### config.mk
export PLATFORM = sky130hd
export DESIGN_NAME = nsp_back
export DESIGN_NICKNAME = d
export VERILOG_FILES = /design/src/nsp_pkg.sv /design/src/nsp_back.sv
export SDC_FILE = /design/constraint.sdc
export NUM_CORES = 1
export LEC_CHECK = 0
export BUFFER_PORTS_ARGS = -buffer_cell sky130_fd_sc_hd__buf_2
export CORE_ASPECT_RATIO = 0.6
export CORE_MARGIN = 2
export CORE_UTILIZATION = 30
export CTS_CLUSTER_DIAMETER = 80
export DETAILED_ROUTE_END_ITERATION = 7
export PLACE_DENSITY_LB_ADDON = 0.1
export RECOVER_POWER = 100
export SETUP_SLACK_MARGIN = 0.3
export SLEW_MARGIN = 20
export SYNTH_ARGS = -nofsm -noshare
export SYNTH_HDL_FRONTEND = slang
export SYNTH_SLANG_ARGS = --single-unit
### constraint.sdc
create_clock -name clock -period 2.9 [get_ports clock]
set_clock_uncertainty 0.15 [all_clocks]
set_input_delay 0.87 -clock clock [delete_from_list [all_inputs] [get_ports clock]]
set_output_delay 0.87 -clock clock [all_outputs]
set_load 0.05 [all_outputs]
### src/nsp_pkg.sv
// Shared widths, constants, types and arctangent table for the wrapped-phase block.
package nsp_pkg;

   localparam int SAMPLE_W     = 16;
   localparam int PHASE_W      = 17;
   localparam int NUM_W        = 19;
   localparam int DEN_W        = 17;
   localparam int FRAC_SHIFT   = 24;
   localparam int XY_W         = 44;
   localparam int Z_W          = 34;
   localparam int T_W          = 35;
   localparam int ATAN_STEPS   = 24;
   localparam int ATAN_W       = 32;
   localparam int STEP_COUNT_W = 3;
   localparam int CSR_ADDR_W   = 3;
   localparam int CSR_DATA_W   = 32;

   localparam logic [STEP_COUNT_W-1:0] STEP_COUNT_RESET = 3'd4;
   localparam logic [STEP_COUNT_W-1:0] STEP_COUNT_THREE = 3'd3;

   localparam logic CSR_IDX_STEP_COUNT = 1'b0;

   localparam logic [PHASE_W-1:0] PHASE_PI     = 17'd32768;
   localparam logic [PHASE_W-1:0] PHASE_TWO_PI = 17'd65536;

   localparam logic signed [Z_W-1:0] Z_HALF_TURN  = 34'sh0_8000_0000;
   localparam logic signed [T_W-1:0] T_ROUND_BIAS = 35'sh0_8000_8000;

   localparam logic [ATAN_W-1:0] ATAN_TABLE [0:ATAN_STEPS-1] = '{
      32'h20000000, 32'h12E4051E, 32'h09FB385B, 32'h051111D4, 32'h028B0D43, 32'h0145D7E1,
      32'h00A2F61E, 32'h00517C55, 32'h0028BE53, 32'h00145F2F, 32'h000A2F98, 32'h000517CC,
      32'h00028BE6, 32'h000145F3, 32'h0000A2FA, 32'h0000517D, 32'h000028BE, 32'h0000145F,
      32'h00000A30, 32'h00000518, 32'h0000028C, 32'h00000146, 32'h000000A3, 32'h00000051
   };

   typedef struct packed {
      logic signed [XY_W-1:0] x;
      logic signed [XY_W-1:0] y;
      logic signed [Z_W-1:0]  z;
      logic                   forced;
      logic [PHASE_W-1:0]     forced_phase;
   } nsp_vec_type;

endpackage

### src/nsp_back.sv
// Back stage: angle to phase rounding, clamp and special-case override.
module nsp_back import nsp_pkg::*; (
   input  logic               clock,
   input  logic               reset,
   input  logic               in_valid,
   output logic               in_ready,
   input  nsp_vec_type        in_vec,
   output logic               out_valid,
   input  logic               out_ready,
   output logic [PHASE_W-1:0] out_phase
);

   logic                        valid_ff;
   logic [PHASE_W-1:0]          phase_ff;
   logic [PHASE_W-1:0]          phase_in;
   logic signed [T_W-1:0]       t_sum;
   logic [T_W-2-PHASE_W+1:0]    t_high;

   assign in_ready  = !valid_ff || out_ready;
   assign out_valid = valid_ff;
   assign out_phase = phase_ff;

   always_comb begin
      t_sum  = T_W'(in_vec.z) + T_ROUND_BIAS;
      t_high = t_sum[T_W-2:PHASE_W-1];
      if (in_vec.forced) begin
         phase_in = in_vec.forced_phase;
      end else if (t_sum[T_W-1]) begin
         phase_in = '0;
      end else if (t_high > {1'b0, PHASE_TWO_PI}) begin
         phase_in = PHASE_TWO_PI;
      end else begin
         phase_in = t_high[PHASE_W-1:0];
      end
   end

   always_ff @(posedge clock) begin
      if (reset) begin
         valid_ff <= 1'b0;
      end else if (in_ready) begin
         valid_ff <= in_valid;
      end
   end

   always_ff @(posedge clock) begin
      if (in_ready && in_valid) begin
         phase_ff <= phase_in;
      end
   end

endmodule
==> impl_metrics.yaml <==
power:
  power.density_mw_per_mm2: 441
  p_seq_share_pct: 43.0
  internal_power_uw: 500
  pwr-share-comb_pct: 29.1
  p_switching_uw: 235
  ir_worst_vdd_uv: 216
  power_uw: 734
  clkPwrFrac_pct: 27.9
  power.leakage_uw: 0.000654
  swShare_pct: 32.0
setup_path:
  path_max_fanout: 12
  slowest_delay_ns: 0.65
  cp_cell_sequence: "buf_2 > nand4_1 > or4_1 > o21ai_2 > nor3b_4 > buf_12 > a211oi_1"
  crit_buf_inv: 2
  cp-end-kind: "register"
  start_kind: "primary input"
  required_ns: 2.71
  cp.arrival_ns: 2.41
  critPathKind: "in -> reg"
  slowest_stage: "or4_1"
  critical_path.top_delay_family: "simple AND/OR/NAND/NOR gates"
clock_tree:
  ctsRootBufferMaster: "clkbuf_8"
  cts_sinks: 18
  postCtsSetupRepairBufs: 0
  cts-buffers-inserted: 3
  htree_levels: 1
  path_clk_slew_ns: 0.07
  holdBufCountCts: 0
  cts_buffer_depth: 2
  clk_latency_ns: 0.25
  cts_tree: "done"
sta:
  setup_viol: 0
  maxSlewViolCount: 0
  rsz0062_at_grt: "no"
  fin_crit_sh_pct: 89.8
  slew_headroom_pct: 34.7
  fmax_mhz: 384
  worst_pin_slew_ns: 0.980
  finalCriticalPeriod_ns: 2.60
  finalHoldViolCount: 0
synth:
  ys_ff_latch: 18
  syn_avg_cell_area_um2: 9.42
  synth_edf_count: 17
  synth_cells: 127
  synth_top_area_share_pct: 42.7
  synth_ff_type: "edfxtp_1"
  yosysTopAreaCell: "edfxtp_1"
  synth_seq_area_share_pct: 44.4
  netlist_area_mm2: 0.00120
  yosysUniqueCellTypes: 33
  synth.net_count: 272
  synthTopCellsByArea: "edfxtp_1 (43%), nor2_1 (7.5%), xnor2_1 (7.3%)"
  postSynth.asyncResetShare_pct: 0
  yosys_warnings: 0
  ys_top_cells_by_count: "nor2_1 (24), edfxtp_1 (17), xnor2_1 (10)"
  yosysMostFrequentCell: "nor2_1"
routing:
  drt-total-wl_mm: 3.19
  drtIter0Drc: 41
  drc: 0
  ant_nets: 0
  routedWlPerCell_um: 13.2
  via_per_inst: 4.85
  vias: 1173
  drtPass1Iterations: 4
grt:
  grt_busiest_layer: "met2"
  grtUsageMet2_pct: 21.7
  grtUsageTotal_pct: 14.4
  grt_pass1_vias: 1075
  grt_max_degree: 21
  use_met1_pct: 19.9
  overflow: 0
  met3_usage_pct: 4.52
  antenna_found_initial: 0
  grt_pass1_wl_mm: 4.97
finish:
  drive_above_1_share_pct: 31.3
  area_delta_synth_final_pct: 39.3
  n_antenna_cell: 0
  fillers: 398
  nNetsFinal: 341
  postLayoutCoreUtil_pct: 44.5
placed_design:
  gp_congestion: 0.802
  place_hpwl_mm: 2.55
  port_buffers: 59
min_path:
  hp-class: "reg -> reg"
floorplan:
  rows: 17
  io_pins: 163
  die_x_um: 85.5
  die-area_mm2: 0.00452
  start_util_pct: 32.0
  core_mm2: 0.00374
  die_h_um: 52.9
status:
  status: "finished clean"
job:
  drv_cap: 0
-- placed cells by master (no fill, tap or decap), drive strengths merged, types with 2 or more instances in the layout --
| cell type | netlist | routed |
|---|---|---|
| a211oi | 7 | 7 |
| nand4 | 6 | 6 |
| nor2 | 24 | 24 |
| nand3 | 5 | 5 |
| or2 | 2 | 2 |
| inv | 4 | 4 |
| nor3 | 4 | 4 |
| xnor2 | 10 | 10 |
| edfxtp | 17 | 17 |
| clkbuf | 4 | 24 |
| a21oi | 7 | 7 |
| nand2 | 9 | 9 |
| xor2 | 5 | 5 |
| and4 | 2 | 2 |
| buf | 2 | 50 |
| mux2i | 4 | 4 |
-- routing by layer --
layer | wire length [µm] | share of wire (%)
met1 | 1610 | 50
met4 | 14 | 0.44
met2 | 1320 | 41
met3 | 251 | 7.9
met5 | 0 | 0
-- path summary, 6_finish.rpt --
| kind | to | slack (ns) | startpoint | depth (start not counted) |
|---|---|---|---|---|
| min | out_valid$_SDFFE_PP0N_ | 0.37 | out_valid$_SDFFE_PP0N_ | 2 |
| max | out_phase[7]$_DFFE_PP_ | 0.30 | in_vec[40] | 7 |
| min reg2reg | out_valid$_SDFFE_PP0N_ | 0.37 | out_valid$_SDFFE_PP0N_ | 2 |
| max reg2reg | out_phase[12]$_DFFE_PP_ | 1.09 | out_valid$_SDFFE_PP0N_ | 3 |
-- power groups by stage --
stage,registers (µW),logic [µW],clock network (µW)
after CTS,315,221,214
after detailed placement,321,220,0
final,316,214,205
after global routing,318,232,224
after floorplan,392,68.5,0
after global placement,320,219,0
-- registers in the layout, summed over array words and instances (netlist names) --
signal and count:
out_phase 17, out_valid 1
-- through the flow --
step | hold WS (ns) | std cells | cell area [µm²] | setup WS (ns) | TNS, ns
2_1_floorplan | 0.789 | 127 | 1210 | 0.251 | 0
3_5_place_dp | 0.358 | 238 | 1630 | -0.00469 | -0.00469
4_1_cts | 0.368 | 242 | 1690 | 0.343 | 0
6_report | 0.373 | 242 | 1670 | 0.296 | 0
3_3_place_gp | 0.331 | 238 | 1630 | 0.0465 | 0
5_1_grt | 0.415 | 242 | 1670 | 0.200 | 0
-- final cells by class --
class / instances / area [µm²] / share of cell area, %
repair buffers: 70 / 363 / 21.8
clock buffers: 4 / 55.1 / 3.30
flip-flops and latches: 18 / 531 / 31.8
well taps: 47 / 58.8 / 3.53
inverters: 4 / 15.0 / 0.901
multi-input cells: 99 / 644 / 38.7
-- worst register-to-register path: cells and delay by family, from the launching register on --
kind	cells	cell delay (ns)
simple gates	2	0.24
buf+inv	1	0.74
flops	1	0.31
-- kinds of logic after synthesis --
kind of cell | count (synthesis) | share of synthesized area [%]
xor gates and xnor gates | 15 | 11.0
and+or+nand+nor | 59 | 24.2
adders and majority gates | 1 | 1.05
muxes | 4 | 3.35
DFF | 18 | 44.4
AOI/OAI and AO/OA | 20 | 12.2
buffers and inverters | 10 | 3.87
-- timing repair --
item,in CTS,in global routing
pin swaps,0,1
resized for setup,2,1
setup endpoints to repair,2,3
Power figures use the tool's default switching activity.
