$ cat config.mk
export PLATFORM = sky130hd
export DESIGN_NAME = nsp_front
export DESIGN_NICKNAME = d
export VERILOG_FILES = /design/src/nsp_pkg.sv /design/src/nsp_front.sv
export SDC_FILE = /design/constraint.sdc
export NUM_CORES = 1
export LEC_CHECK = 0
export BUFFER_PORTS_ARGS = -buffer_cell sky130_fd_sc_hd__buf_2
export CORE_UTILIZATION = 45
export DETAILED_ROUTE_END_ITERATION = 6
export HOLD_SLACK_MARGIN = 0.05
export PLACE_DENSITY_LB_ADDON = 0.3
export SETUP_SLACK_MARGIN = 0.5
export SYNTH_ARGS = -nofsm -noshare
export SYNTH_HDL_FRONTEND = slang
export SYNTH_SLANG_ARGS = --single-unit
$ cat constraint.sdc
create_clock -name clock -period 10.4 [get_ports clock]
set_clock_uncertainty 0.15 [all_clocks]
set_input_delay 2.08 -clock clock [delete_from_list [all_inputs] [get_ports clock]]
set_output_delay 2.08 -clock clock [all_outputs]
set_load 0.02 [all_outputs]
$ cat src/nsp_pkg.sv
// Shared widths, constants, types and arctangent table for the wrapped-phase block.
package nsp_pkg;

   localparam int SAMPLE_W     = 16;
   localparam int PHASE_W      = 17;
   localparam int NUM_W        = 19;
   localparam int DEN_W        = 17;
   localparam int FRAC_SHIFT   = 24;
   localparam int XY_W         = 44;
   localparam int Z_W          = 34;
   localparam int T_W          = 35;
   localparam int ATAN_STEPS   = 24;
   localparam int ATAN_W       = 32;
   localparam int STEP_COUNT_W = 3;
   localparam int CSR_ADDR_W   = 3;
   localparam int CSR_DATA_W   = 32;

   localparam logic [STEP_COUNT_W-1:0] STEP_COUNT_RESET = 3'd4;
   localparam logic [STEP_COUNT_W-1:0] STEP_COUNT_THREE = 3'd3;

   localparam logic CSR_IDX_STEP_COUNT = 1'b0;

   localparam logic [PHASE_W-1:0] PHASE_PI     = 17'd32768;
   localparam logic [PHASE_W-1:0] PHASE_TWO_PI = 17'd65536;

   localparam logic signed [Z_W-1:0] Z_HALF_TURN  = 34'sh0_8000_0000;
   localparam logic signed [T_W-1:0] T_ROUND_BIAS = 35'sh0_8000_8000;

   localparam logic [ATAN_W-1:0] ATAN_TABLE [0:ATAN_STEPS-1] = '{
      32'h20000000, 32'h12E4051E, 32'h09FB385B, 32'h051111D4, 32'h028B0D43, 32'h0145D7E1,
      32'h00A2F61E, 32'h00517C55, 32'h0028BE53, 32'h00145F2F, 32'h000A2F98, 32'h000517CC,
      32'h00028BE6, 32'h000145F3, 32'h0000A2FA, 32'h0000517D, 32'h000028BE, 32'h0000145F,
      32'h00000A30, 32'h00000518, 32'h0000028C, 32'h00000146, 32'h000000A3, 32'h00000051
   };

   typedef struct packed {
      logic signed [XY_W-1:0] x;
      logic signed [XY_W-1:0] y;
      logic signed [Z_W-1:0]  z;
      logic                   forced;
      logic [PHASE_W-1:0]     forced_phase;
   } nsp_vec_type;

endpackage

$ cat src/nsp_front.sv
// Front stage: sample differences, mode select and half-plane pre-rotation.
module nsp_front import nsp_pkg::*; (
   input  logic                       clock,
   input  logic                       reset,
   input  logic [STEP_COUNT_W-1:0]    step_count,
   input  logic                       in_valid,
   output logic                       in_ready,
   input  logic signed [SAMPLE_W-1:0] sample_a,
   input  logic signed [SAMPLE_W-1:0] sample_b,
   input  logic signed [SAMPLE_W-1:0] sample_c,
   input  logic signed [SAMPLE_W-1:0] sample_d,
   output logic                       out_valid,
   input  logic                       out_ready,
   output nsp_vec_type                out_vec
);

   logic                    valid_ff;
   nsp_vec_type             vec_ff;
   nsp_vec_type             vec_in;
   logic signed [NUM_W-1:0] num4;
   logic signed [NUM_W-1:0] num3;
   logic signed [NUM_W-1:0] num;
   logic signed [NUM_W-1:0] y_base;
   logic signed [DEN_W-1:0] den4;
   logic signed [DEN_W-1:0] den3;
   logic signed [DEN_W-1:0] den;
   logic signed [DEN_W-1:0] x_base;
   logic                    den_neg;
   logic                    three_step;

   assign in_ready  = !valid_ff || out_ready;
   assign out_valid = valid_ff;
   assign out_vec   = vec_ff;

   always_comb begin
      three_step = (step_count == STEP_COUNT_THREE);
      num4 = NUM_W'(sample_d) - NUM_W'(sample_b);
      den4 = DEN_W'(sample_a) - DEN_W'(sample_c);
      num3 = (NUM_W'(sample_b) <<< 1) - NUM_W'(sample_a) - NUM_W'(sample_c);
      den3 = DEN_W'(sample_c) - DEN_W'(sample_a);
      num  = three_step ? num3 : num4;
      den  = three_step ? den3 : den4;
      den_neg = den[DEN_W-1];
      x_base  = den_neg ? -den : den;
      y_base  = den_neg ? -num : num;
      vec_in.x = {{(XY_W-DEN_W-FRAC_SHIFT){x_base[DEN_W-1]}}, x_base, {FRAC_SHIFT{1'b0}}};
      vec_in.y = {{(XY_W-NUM_W-FRAC_SHIFT){y_base[NUM_W-1]}}, y_base, {FRAC_SHIFT{1'b0}}};
      if (!den_neg) begin
         vec_in.z = '0;
      end else if (num[NUM_W-1]) begin
         vec_in.z = -Z_HALF_TURN;
      end else begin
         vec_in.z = Z_HALF_TURN;
      end
      vec_in.forced       = (num == '0);
      vec_in.forced_phase = den_neg ? PHASE_TWO_PI : PHASE_PI;
   end

   always_ff @(posedge clock) begin
      if (reset) begin
         valid_ff <= 1'b0;
      end else if (in_ready) begin
         valid_ff <= in_valid;
      end
   end

   always_ff @(posedge clock) begin
      if (in_ready && in_valid) begin
         vec_ff <= vec_in;
      end
   end

endmodule

==> run metrics <==
Setup CP Type=input pin to flop; mapped cell area=0.006884 mm²; ANT cells=0; distinct cell type count after synthesis=83; area of the multi-input gates=0.004855 mm²; Comb power frac=57.5%; mux cell area share after synthesis=1.818%; Die Wd=125.7 µm; fraction of the mapped netlist area in compound gates=19.81%; Synth Area in Adders=20.97%; crit share post-route=52.60%; slowest library cell on the worst path=fa_1; post-CTS setup buffer count=0; CTS HTree Levels=2; total power=0.9531 mW; GP Congestion=0.9134; Util after Layout=50.14%; Setup TNS=0 ps; Die Span Y=125.7 µm; Initial Util=46.66%; first-pass GRT wire length=26.02 mm; vias in the first global route=5,358; Post-DP Area=0.007231 mm²; failing checks=design-rule violations; vias per std cell=5.151; min Tclk post-route=5471 ps; register area=0.001251 mm²; reg2reg setup slack=8720 ps; EDFF count, synth=41; largest family of logic cells by synthesized area=adder cells; sequential fraction of the synthesis area=18.18%; largest net degree at the start of global routing=49; Seq pwr share=25.2%; vias=5,645; fill cell count=1,454; CP max stage delay=390 ps; Worst Hold Class=flop to flop; clk sinks=42; Worst slew margin=41.20%; Synth Area in Simple Gates=14.74%; DR iter-0 viols=445; xor/xnor share of the synthesized area=8.015%; RSZ-0062 raised after global routing=false; main area contributors after synthesis=edfxtp_1 18%, ha_1 15%, buf_4 11%; Post-Syn Area per Cell=8.520 µm²; LEAKAGE=3.515 nW; Initial DRT Pass Iterations=7; DRC viols=17; CP Data Arrival Time=5340 ps; DRT antenna net count=0; crit path max fanout=4; Synth top area share=17.88%; Critical Path RT=10,270 ps; Final nets=1,086; worst skew pair latency=280 ps; Pint=0.5402 mW; P&R area growth vs syn=7.452%; crit-path cells=buf_2, inv_1, ha_1, inv_1, ha_1, nor2_1, fa_1, nor2b_1, o2111ai_1, and4_1, o21ai_0, o2111ai_1, a211oi_4, nand3_2, nand3b_4, o21ai_2, xor2_1; Reg clk slew, reported paths=60 ps; Max clock buf depth=2; fraction of layout instances using a drive strength above 1=17.98%; die footprint=0.01580 mm²; CTS Hold Bufs=0; post-route cell area=0.007397 mm²; wire per inst=14.54 µm; Synth Warn #=0; All-Layer GR Usage=20.35%; maximum VDD drop=0.06394 mV; Sw Pwr=0.4129 mW; clock share of power=17.3%; detailed placement HPWL=13.33 mm; pwr dens=128.8 mW/mm²; Std-Cell Rows=44; final hold violations=0; Mapped Cells=808; Fmax=182.8 MHz; Total Wirelength=15.94 mm; Max Cap Viol=0; initial antenna violation count=0; Synth area leader=edfxtp_1; Slew Limit Fails=0; GR Overflow Total=0; final setup violating endpoints=0; Sw Share=43.32%; Yosys reg bits=42; clock buffer count from CTS=5; Ports=213; asr flop ratio synth=0%; PostCTS Resize Cnt=0; Port Buf Inserts=118; Worst Path Buf+Inv=3; Largest delay share family, worst path=compound AO/OA/AOI/OAI gates; Core Footprint=0.01475 mm²; worst-margin pin slew=881.9 ps; CTS tree=built; Root Buffer=clkbuf_16; Worst Setup Start Kind=input pin; status=finished, violations left; Synth Flop Type=edfxtp_1; CP endpoint kind=flop
## cell type report
class	instances	share of cell area (%)
clock buffers	8	2.250
inverters	77	3.907
multi-input cells	665	65.63
flip-flops and latches	42	16.91
well taps	184	3.112
repair buffers	120	8.187
## final timing paths
path | cells after the start | to | startpoint
worst max-delay path | 17 | out_vec[92]$_DFFE_PP_ | sample_a[0]
worst min-delay path | 2 | out_valid$_SDFFE_PP0N_ | out_valid$_SDFFE_PP0N_
worst max register to register | 2 | out_vec[130]$_DFFE_PP_ | out_valid$_SDFFE_PP0N_
worst min register to register | 2 | out_valid$_SDFFE_PP0N_ | out_valid$_SDFFE_PP0N_
## through the flow
step,hold WS [ps],worst slack (ps),std cells
final,353.5,4929,1096
after global routing,432.3,4623,1096
after CTS,362.0,4937,1096
after detailed placement,353.9,4655,1088
after global placement,355.0,4775,1088
after floorplan,579.0,5098,901
## routing by layer
metal,vias up,wire [µm],GRT usage [%]
met2,224,7128,33.40
met1,2570,7568,28.40
met5,-,0,0
met3,21,978,1.954
li1,2830,-,-
met4,0,260,5.882
## sequential cells by signal, indices dropped and copies added (netlist names)
signal     count
out_vec       41
out_valid      1
## cells by family (layout without fill, tap and decap cells)
| group | Yosys count | after routing |
|---|---|---|
| buffers and inverters | 194 | 205 |
| XOR/XNOR | 63 | 63 |
| AO/OA/AOI/OAI | 198 | 198 |
| multiplexers | 11 | 11 |
| other | 1 | 94 |
| AND/OR/NAND/NOR | 195 | 195 |
| flip-flops | 42 | 42 |
| adder cells (fa/ha/maj) | 104 | 104 |
## tightest hold or removal path, cell delays in order (launching register included)
cell	delay, ps
dfxtp_1	310
nand2b_1	90
a21oi_1	70
## power by group through the flow
| stage | clock network [mW] | registers [mW] | logic [mW] |
|---|---|---|---|
| after global placement | 0 | 0.244 | 0.538 |
| after CTS | 0.168 | 0.241 | 0.544 |
| after floorplan | 0 | 0.285 | 0.398 |
| after global routing | 0.173 | 0.244 | 0.604 |
| final | 0.165 | 0.240 | 0.548 |
| after detailed placement | 0 | 0.245 | 0.542 |
## synthesized netlist by cell type (all sizes together), types with 8 or more instances
cell type  number
o21a            8
nor2           59
o21ai          38
mux2i           9
nor3           17
nor4            9
edfxtp         41
nand2          43
ha             85
fa             19
xnor2          42
nand3          14
xor2           21
a211oi         11
a21o            9
inv            77
nor2b           9
buf           114
a21oi          59
a31oi           8
## cell usage in the layout, fill, tap and decap left out, types with 4 or more instances in the layout
master,count
a211o_1,4
a211oi_1,7
a21o_1,9
a21oi_1,57
a31oi_1,8
and2_1,4
buf_2,118
clkbuf_16,5
conb_1,94
edfxtp_1,41
fa_1,19
ha_1,85
inv_1,73
inv_2,4
mux2i_1,8
nand2_1,43
nand2b_1,7
nand3_1,13
nand3b_1,4
nand4_1,4
nor2_1,59
nor2b_1,9
nor3_1,16
nor4_1,8
o2111ai_1,4
o211ai_1,6
o21a_1,7
o21ai_0,26
o21ai_1,9
o21bai_1,5
o22ai_1,4
o31ai_1,6
or3_1,4
xnor2_1,42
xor2_1,21
Power figures use the tool's default switching activity.
